File: config.mk
export PLATFORM = sky130hd
export DESIGN_NAME = ucc_back
export DESIGN_NICKNAME = d
export VERILOG_FILES = /design/src/ucc_pkg.sv /design/src/ucc_back.sv
export SDC_FILE = /design/constraint.sdc
export NUM_CORES = 1
export LEC_CHECK = 0
export BUFFER_PORTS_ARGS = -buffer_cell sky130_fd_sc_hd__buf_4
export CORE_UTILIZATION = 49
export CTS_BUF_LIST = sky130_fd_sc_hd__clkbuf_16
export DETAILED_ROUTE_END_ITERATION = 8
export MAX_ROUTING_LAYER = met4
export PLACE_DENSITY = 0.69
export SLEW_MARGIN = 20
export SYNTH_ARGS = -nofsm -noshare
export SYNTH_HDL_FRONTEND = slang
export SYNTH_SLANG_ARGS = --single-unit
File: constraint.sdc
create_clock -name i_clk -period 7.8 [get_ports i_clk]
set_input_delay 1.56 -clock i_clk [delete_from_list [all_inputs] [get_ports i_clk]]
set_output_delay 1.56 -clock i_clk [all_outputs]
set_load 0.05 [all_outputs]
File: src/ucc_pkg.sv
// Package for the update session command checker.
// Holds command and error codes, reset values, and the command and reply beat types.
// Used by ucc_front, ucc_queue, ucc_back and update_session_command_checker.
package ucc_pkg;

    // Command codes, also used as the reply kind.
    localparam logic [2:0] OP_HANDSHAKE = 3'd0;
    localparam logic [2:0] OP_HEADER    = 3'd1;
    localparam logic [2:0] OP_DATA      = 3'd2;
    localparam logic [2:0] OP_COMPLETE  = 3'd3;
    localparam logic [2:0] OP_INSTALL   = 3'd4;
    localparam logic [2:0] OP_ACTIVATE  = 3'd5;
    localparam logic [2:0] OP_QUERY_VER = 3'd6;
    localparam logic [2:0] OP_OTHER     = 3'd7;

    // Reply error codes.
    localparam logic [2:0] ERR_OK       = 3'd0;
    localparam logic [2:0] ERR_SEQUENCE = 3'd1;
    localparam logic [2:0] ERR_BEYOND   = 3'd2;
    localparam logic [2:0] ERR_VERIFY   = 3'd3;
    localparam logic [2:0] ERR_BUSY     = 3'd4;

    // Configuration register indexes.
    localparam logic [1:0] CFG_FREE_FLASH = 2'd0;
    localparam logic [1:0] CFG_MAX_PACKET = 2'd1;
    localparam logic [1:0] CFG_MTU        = 2'd2;

    localparam logic [31:0] FREE_FLASH_RESET = 32'd262144;
    localparam logic [15:0] MAX_PACKET_RESET = 16'd256;
    localparam logic [15:0] MTU_RESET        = 16'd512;

    localparam logic [7:0] VER_MAJOR_RESET = 8'd1;
    localparam logic [7:0] VER_MINOR_RESET = 8'd0;
    localparam logic [7:0] VER_PATCH_RESET = 8'd0;

    localparam int QUEUE_DEPTH = 4;

    typedef struct packed {
        logic [2:0]  op;
        logic        block_truncated;
        logic [7:0]  ver_major;
        logic [7:0]  ver_minor;
        logic [7:0]  ver_patch;
        logic [31:0] size_value;
        logic [31:0] block_offset;
        logic [15:0] block_length;
        logic [15:0] blk_tmo;
        logic [15:0] inst_tmo;
    } t_cmd;

    typedef struct packed {
        logic [2:0]  reply_kind;
        logic [2:0]  status;
        logic [31:0] offset_value;
        logic [7:0]  rep_major;
        logic [7:0]  rep_minor;
        logic [7:0]  rep_patch;
        logic        estimate_seconds;
        logic [15:0] blk_tmo_out;
        logic [15:0] inst_tmo_out;
        logic [31:0] free_space;
        logic [15:0] packet_limit;
        logic [15:0] mtu_value;
    } t_reply;

endpackage

File: src/ucc_back.sv
// Back stage: holds the session state and the configuration registers, carries out one
// command per cycle unless the reply stalls, and registers the reply beat. Depends on ucc_pkg.
module ucc_back (
    input  logic            i_clk,
    input  logic            i_rst_n,
    input  logic            i_cfg_wr_en,
    input  logic [1:0]      i_cfg_index,
    input  logic [31:0]     i_cfg_wdata,
    input  logic            i_valid,
    output logic            o_ready,
    input  ucc_pkg::t_cmd   i_cmd,
    output logic            o_valid,
    input  logic            i_ready,
    output ucc_pkg::t_reply o_reply
);

    logic [31:0] r_free_flash;
    logic [15:0] r_max_packet;
    logic [15:0] r_mtu;

    logic [7:0]  r_cur_major, r_cur_minor, r_cur_patch;
    logic [7:0]  r_tgt_major, r_tgt_minor, r_tgt_patch;
    logic [31:0] r_image_size;
    logic [31:0] r_bytes_rx;
    logic        r_hs_seen;
    logic        r_hdr_seen;
    logic        r_cmp_seen;

    logic [7:0]  n_cur_major, n_cur_minor, n_cur_patch;
    logic [7:0]  n_tgt_major, n_tgt_minor, n_tgt_patch;
    logic [31:0] n_image_size;
    logic [31:0] n_bytes_rx;
    logic        n_hs_seen;
    logic        n_hdr_seen;
    logic        n_cmp_seen;

    logic            r_out_valid;
    ucc_pkg::t_reply r_reply;
    ucc_pkg::t_reply n_reply;

    logic        w_take;
    logic [32:0] w_block_end;
    logic        w_seq_err;

    assign o_ready = !r_out_valid || i_ready;
    assign w_take  = i_valid && o_ready;

    // Block end is formed one bit wider so that it cannot wrap.
    assign w_block_end = {1'b0, i_cmd.block_offset} + {17'd0, i_cmd.block_length};
    assign w_seq_err   = !r_hdr_seen || !r_hs_seen || i_cmd.block_truncated ||
                         (i_cmd.block_offset != r_bytes_rx);

    always_comb begin
        n_cur_major  = r_cur_major;
        n_cur_minor  = r_cur_minor;
        n_cur_patch  = r_cur_patch;
        n_tgt_major  = r_tgt_major;
        n_tgt_minor  = r_tgt_minor;
        n_tgt_patch  = r_tgt_patch;
        n_image_size = r_image_size;
        n_bytes_rx   = r_bytes_rx;
        n_hs_seen    = r_hs_seen;
        n_hdr_seen   = r_hdr_seen;
        n_cmp_seen   = r_cmp_seen;
        n_reply            = '0;
        n_reply.reply_kind = i_cmd.op;
        n_reply.status     = ucc_pkg::ERR_OK;
        unique case (i_cmd.op)
            ucc_pkg::OP_HANDSHAKE: begin
                n_tgt_major  = i_cmd.ver_major;
                n_tgt_minor  = i_cmd.ver_minor;
                n_tgt_patch  = i_cmd.ver_patch;
                n_image_size = i_cmd.size_value;
                n_bytes_rx   = '0;
                n_hs_seen    = 1'b1;
                n_hdr_seen   = 1'b0;
                n_cmp_seen   = 1'b0;
                n_reply.blk_tmo_out  = i_cmd.blk_tmo;
                n_reply.inst_tmo_out = i_cmd.inst_tmo;
                n_reply.free_space   = r_free_flash;
                n_reply.packet_limit = r_max_packet;
                n_reply.mtu_value    = r_mtu;
            end
            ucc_pkg::OP_HEADER: begin
                if (!r_hs_seen) begin
                    n_reply.status = ucc_pkg::ERR_SEQUENCE;
                end else begin
                    n_hdr_seen = 1'b1;
                    n_cmp_seen = 1'b0;
                end
            end
            ucc_pkg::OP_DATA: begin
                if (w_seq_err) begin
                    n_reply.status = ucc_pkg::ERR_SEQUENCE;
                end else if (w_block_end > {1'b0, r_image_size}) begin
                    n_reply.status = ucc_pkg::ERR_BEYOND;
                end else begin
                    n_bytes_rx = w_block_end[31:0];
                end
                n_reply.offset_value = n_bytes_rx;
            end
            ucc_pkg::OP_COMPLETE: begin
                if (!r_hdr_seen || !r_hs_seen || (i_cmd.size_value != r_image_size) ||
                    (r_bytes_rx != r_image_size)) begin
                    n_reply.status = ucc_pkg::ERR_VERIFY;
                end else begin
                    n_cmp_seen = 1'b1;
                end
            end
            ucc_pkg::OP_INSTALL: begin
                if (!r_cmp_seen) begin
                    n_reply.status = ucc_pkg::ERR_BUSY;
                end else begin
                    n_reply.estimate_seconds = 1'b1;
                    n_cur_major = r_tgt_major;
                    n_cur_minor = r_tgt_minor;
                    n_cur_patch = r_tgt_patch;
                end
            end
            default: begin
                // Activate check and version query report the running version.
                n_reply.rep_major = r_cur_major;
                n_reply.rep_minor = r_cur_minor;
                n_reply.rep_patch = r_cur_patch;
            end
        endcase
    end

    always_ff @(posedge i_clk) begin
        if (!i_rst_n) begin
            r_free_flash <= ucc_pkg::FREE_FLASH_RESET;
            r_max_packet <= ucc_pkg::MAX_PACKET_RESET;
            r_mtu        <= ucc_pkg::MTU_RESET;
        end else if (i_cfg_wr_en) begin
            unique case (i_cfg_index)
                ucc_pkg::CFG_FREE_FLASH: r_free_flash <= i_cfg_wdata;
                ucc_pkg::CFG_MAX_PACKET: r_max_packet <= i_cfg_wdata[15:0];
                ucc_pkg::CFG_MTU:        r_mtu        <= i_cfg_wdata[15:0];
                default: ;
            endcase
        end
    end

    always_ff @(posedge i_clk) begin
        if (!i_rst_n) begin
            r_cur_major  <= ucc_pkg::VER_MAJOR_RESET;
            r_cur_minor  <= ucc_pkg::VER_MINOR_RESET;
            r_cur_patch  <= ucc_pkg::VER_PATCH_RESET;
            r_tgt_major  <= ucc_pkg::VER_MAJOR_RESET;
            r_tgt_minor  <= ucc_pkg::VER_MINOR_RESET;
            r_tgt_patch  <= ucc_pkg::VER_PATCH_RESET;
            r_image_size <= '0;
            r_bytes_rx   <= '0;
            r_hs_seen    <= 1'b0;
            r_hdr_seen   <= 1'b0;
            r_cmp_seen   <= 1'b0;
            r_out_valid  <= 1'b0;
        end else begin
            if (w_take) begin
                r_cur_major  <= n_cur_major;
                r_cur_minor  <= n_cur_minor;
                r_cur_patch  <= n_cur_patch;
                r_tgt_major  <= n_tgt_major;
                r_tgt_minor  <= n_tgt_minor;
                r_tgt_patch  <= n_tgt_patch;
                r_image_size <= n_image_size;
                r_bytes_rx   <= n_bytes_rx;
                r_hs_seen    <= n_hs_seen;
                r_hdr_seen   <= n_hdr_seen;
                r_cmp_seen   <= n_cmp_seen;
            end
            if (w_take) begin
                r_out_valid <= 1'b1;
            end else if (i_ready) begin
                r_out_valid <= 1'b0;
            end
        end
    end

    always_ff @(posedge i_clk) begin
        if (w_take) begin
            r_reply <= n_reply;
        end
    end

    assign o_valid = r_out_valid;
    assign o_reply = r_reply;

    // The session flags only ever advance in order: handshake, header, complete.
    a_hdr_needs_hs: assert property (@(posedge i_clk) disable iff (!i_rst_n)
        r_hdr_seen |-> r_hs_seen)
        else $error("header flag set without handshake");

    a_cmp_needs_hdr: assert property (@(posedge i_clk) disable iff (!i_rst_n)
        r_cmp_seen |-> r_hdr_seen)
        else $error("complete flag set without header");

    a_rx_in_image: assert property (@(posedge i_clk) disable iff (!i_rst_n)
        r_bytes_rx <= r_image_size)
        else $error("received count beyond image size");

    a_estimate_only_install: assert property (@(posedge i_clk) disable iff (!i_rst_n)
        (r_out_valid && r_reply.estimate_seconds) |->
            (r_reply.reply_kind == ucc_pkg::OP_INSTALL &&
             r_reply.status == ucc_pkg::ERR_OK))
        else $error("install estimate on a reply that is not an accepted install");

endmodule

==> results.cfg <==
[run_status]
status = complete, no violations

[final_layout]
fin_nets = 2104
design_area_mm2 = 0.0192
post-route-util = 0.627
drive_gt1_frac = 0.214
syn2layout_area_growth_pct = 25.4
stdcell_count = 2300

[place]
pre_cts_ws_ps = 807
placed_cell_area_mm2 = 0.0181
dp_hpwl_mm = 33.3
gp_congestion = 0.973
io_buffers = 339
dp_cells = 2233

[critical_path]
arrival_ps = 6890
cp_max_fo = 36
cpMostUsedCell = a21oi_1
path_cells = buf_4, ha_1, a21oi_1, o21ai_0, nor2b_1, a21oi_1, a31oi_1, nand4_1, xor2_1, inv_1, ha_1, a21o_1, a21oi_1, o311ai_0, o311ai_1, o2111a_1, buf_4, o21ai_0, a21oi_1
rrSetupSlack_ps = 4050
cp_slowest_cell = a31oi_1
worst_setup_path_end_kind = flop
criticalPathCategory = input port to flop
reg2reg_from = r_image_size[30]
worstRegToRegCells = 10
worstPathRequired_ps = 8060
cp-startpoint = i_cmd[56]
worstReg2RegEnd = o_reply[152]
cp-start-kind = input port
cpPeakStageDelay_ps = 710

[power_and_ir_drop]
clock_power_share = 0.385
switching_share = 0.270
p_per_area_mw_per_mm2 = 217
seq_power_share = 0.467
combPwrFrac = 0.148
p_leak_nw = 7.72
ir_drop_uv = 197
power.switching_w = 0.00113
internal_power_w = 0.00304

[timing]
fmax_ghz = 0.151
fin_crit_ps = 6630
layout_setup_ws_ps = 1170
hold_violations = 0
finalSetupViolCount = 0
tightest_slew_ps = 1060
slew_headroom = 0.293
rsz0062_at_grt = false
skew_ps = 17.8
min_period_over_period = 0.850
slew_viol_final = 0
tns_ps = 0

[route]
vias = 12622
final_antenna_net_count = 0
via_per_inst = 5.49
drt_iter0_markers = 1056
routedWlPerCell_um = 19.8
drc = 0
drt-total-wl_mm = 45.6
dr.pass1.iters = 5

[die]
die_h_um = 179
ios = 340
initial_core_util = 0.500
dieArea_mm2 = 0.0320
rows = 64
core_area_mm2 = 0.0307
die_w_um = 179

[yosys]
syn_area_mm2 = 0.0153
async_flop_share = 0
yosysSeqAreaShare = 0.547
synth_ff_type = dfxtp_1
yosys-top-cells-area = edfxtp_1 (31%), dfxtp_1 (24%), nand2_1 (8.1%)
synth_top_area_cell = edfxtp_1
ys_ff_latch = 339
synth_edf_count = 159
syn_avg_cell_area_um2 = 9.78
yosys.cell_types.count = 62
yosys_warnings = 0
synth_top_area_frac = 0.311
syn_inst = 1568
syn-num-nets = 1796

[cts]
clk_pin_slew_worst_paths_ps = 60
htreeDepth = 2
clock_sinks = 339
cts_root_buf = clkbuf_16
post-cts-setup-buffers = 0
postCtsHoldBufs = 0
cts_tree = yes
cts_buffers = 37
clock_latency_ps = 530
cts_resized = 0
cts.path.max_buffers = 3

[grt]
grt_pass1_wl_mm = 68.0
grt_util_all_layers = 0.290
grt_start_max_net_pins = 97
grt_pass1_vias = 11837
grt_overflow_total = 0
antenna_found_initial = 1

[job]
drv_cap = 0

[worst_hold_path]
hold_depth = 2
hold_end = r_cur_patch[3]
hold_path.class = flop to flop
hold_start = r_cur_patch[3]
==> how the worst max path moves through the flow <==
stage / to / cells after the start
floorplan: r_cur_major[0] / 7
global placement: o_reply[152] / 19
detailed placement: o_reply[152] / 19
CTS: o_reply[152] / 19
global route: o_reply[152] / 19
finish: o_reply[152] / 19
==> worst max-delay path: cells and delay by family <==
family          cells  cell delay [ps]
compound gates     11             3470
xor+xnor            1              300
fa+ha+maj           2              550
buf+inv             3              600
simple gates        2              390
==> metrics by stage <==
| step | power, W | hold WS [ps] |
|---|---|---|
| 3_3_place_gp | 0.00259 | 437 |
| 3_5_place_dp | 0.00260 | 442 |
| 4_1_cts | 0.00419 | 450 |
| 2_1_floorplan | 0.00235 | 432 |
| 5_1_grt | 0.00432 | 465 |
| 6_report | 0.00417 | 448 |
==> sequential cells by signal, indices dropped and copies added, names as in the netlist <==
register and cells:
o_reply 159, o_valid 1, r_bytes_rx 32, r_cmp_seen 1
r_cur_major 8, r_cur_minor 8, r_cur_patch 8, r_free_flash 32
r_hdr_seen 1, r_hs_seen 1, r_image_size 32, r_max_packet 16
r_mtu 16, r_tgt_major 8, r_tgt_minor 8, r_tgt_patch 8
==> logic make-up (layout without fill, tap and decap cells) <==
family,count (synthesis),after routing,synth area share
mux,13,13,0.00849
simple gates,638,638,0.199
xor+xnor,87,87,0.0497
fa+ha+maj,49,49,0.0405
compound gates,302,302,0.119
buf+inv,140,475,0.0375
flops,339,339,0.547
other cells,0,1,0
==> placed cells by master, fill, tap and decap left out, types with 41 or more instances in the layout <==
master	instances
nand2_1	330
dfxtp_1	180
and2_1	122
inv_1	76
ha_1	48
xor2_1	52
nor2_1	41
buf_4	346
a21oi_1	178
edfxtp_1	159
==> power groups by stage <==
stage / Combinational [W] / Clock (W) / Sequential [W]
3_3_place_gp: 0.000608 / 0 / 0.00198
4_1_cts: 0.000614 / 0.00163 / 0.00195
5_1_grt: 0.000659 / 0.00170 / 0.00195
6_report: 0.000617 / 0.00160 / 0.00195
2_1_floorplan: 0.000223 / 0 / 0.00213
3_5_place_dp: 0.000612 / 0 / 0.00198
==> Yosys cell counts, types with 7 or more instances <==
| cell type | instances |
|---|---|
| nor3_1 | 15 |
| a21oi_1 | 178 |
| o21ai_1 | 14 |
| a22o_1 | 19 |
| dfxtp_1 | 180 |
| edfxtp_1 | 159 |
| nor4_1 | 19 |
| nor2b_1 | 12 |
| o22ai_1 | 7 |
| and2_1 | 122 |
| a21o_1 | 12 |
| o21ai_0 | 23 |
| ha_1 | 48 |
| xor2_1 | 52 |
| mux2i_1 | 13 |
| nor2_1 | 41 |
| inv_1 | 62 |
| and3_1 | 18 |
| clkbuf_1 | 59 |
| nand2_1 | 331 |
| nand4_1 | 19 |
| nand3_1 | 30 |
| xnor2_1 | 35 |
| a211oi_1 | 14 |
==> routing by layer <==
layer | up-vias | track usage | wire length [µm] | part of all wire
met5 | - | - | 0 | 0
met1 | 6003 | 0.386 | 19600 | 0.43
met4 | 0 | 0.0837 | 1150 | 0.025
met3 | 81 | 0.0606 | 4090 | 0.090
met2 | 524 | 0.447 | 20800 | 0.46
li1 | 6014 | - | - | -
==> cell type report <==
class,instances,area [µm²]
clock inverter,28,149
clock buffer,38,951
antenna,1,2.50
inverter,63,244
multi-input combinational,1089,6400
timing repair buffer,346,2600
sequential,339,8380
tap,396,495
fill,2583,11500
(Power assumes the default switching activity.)
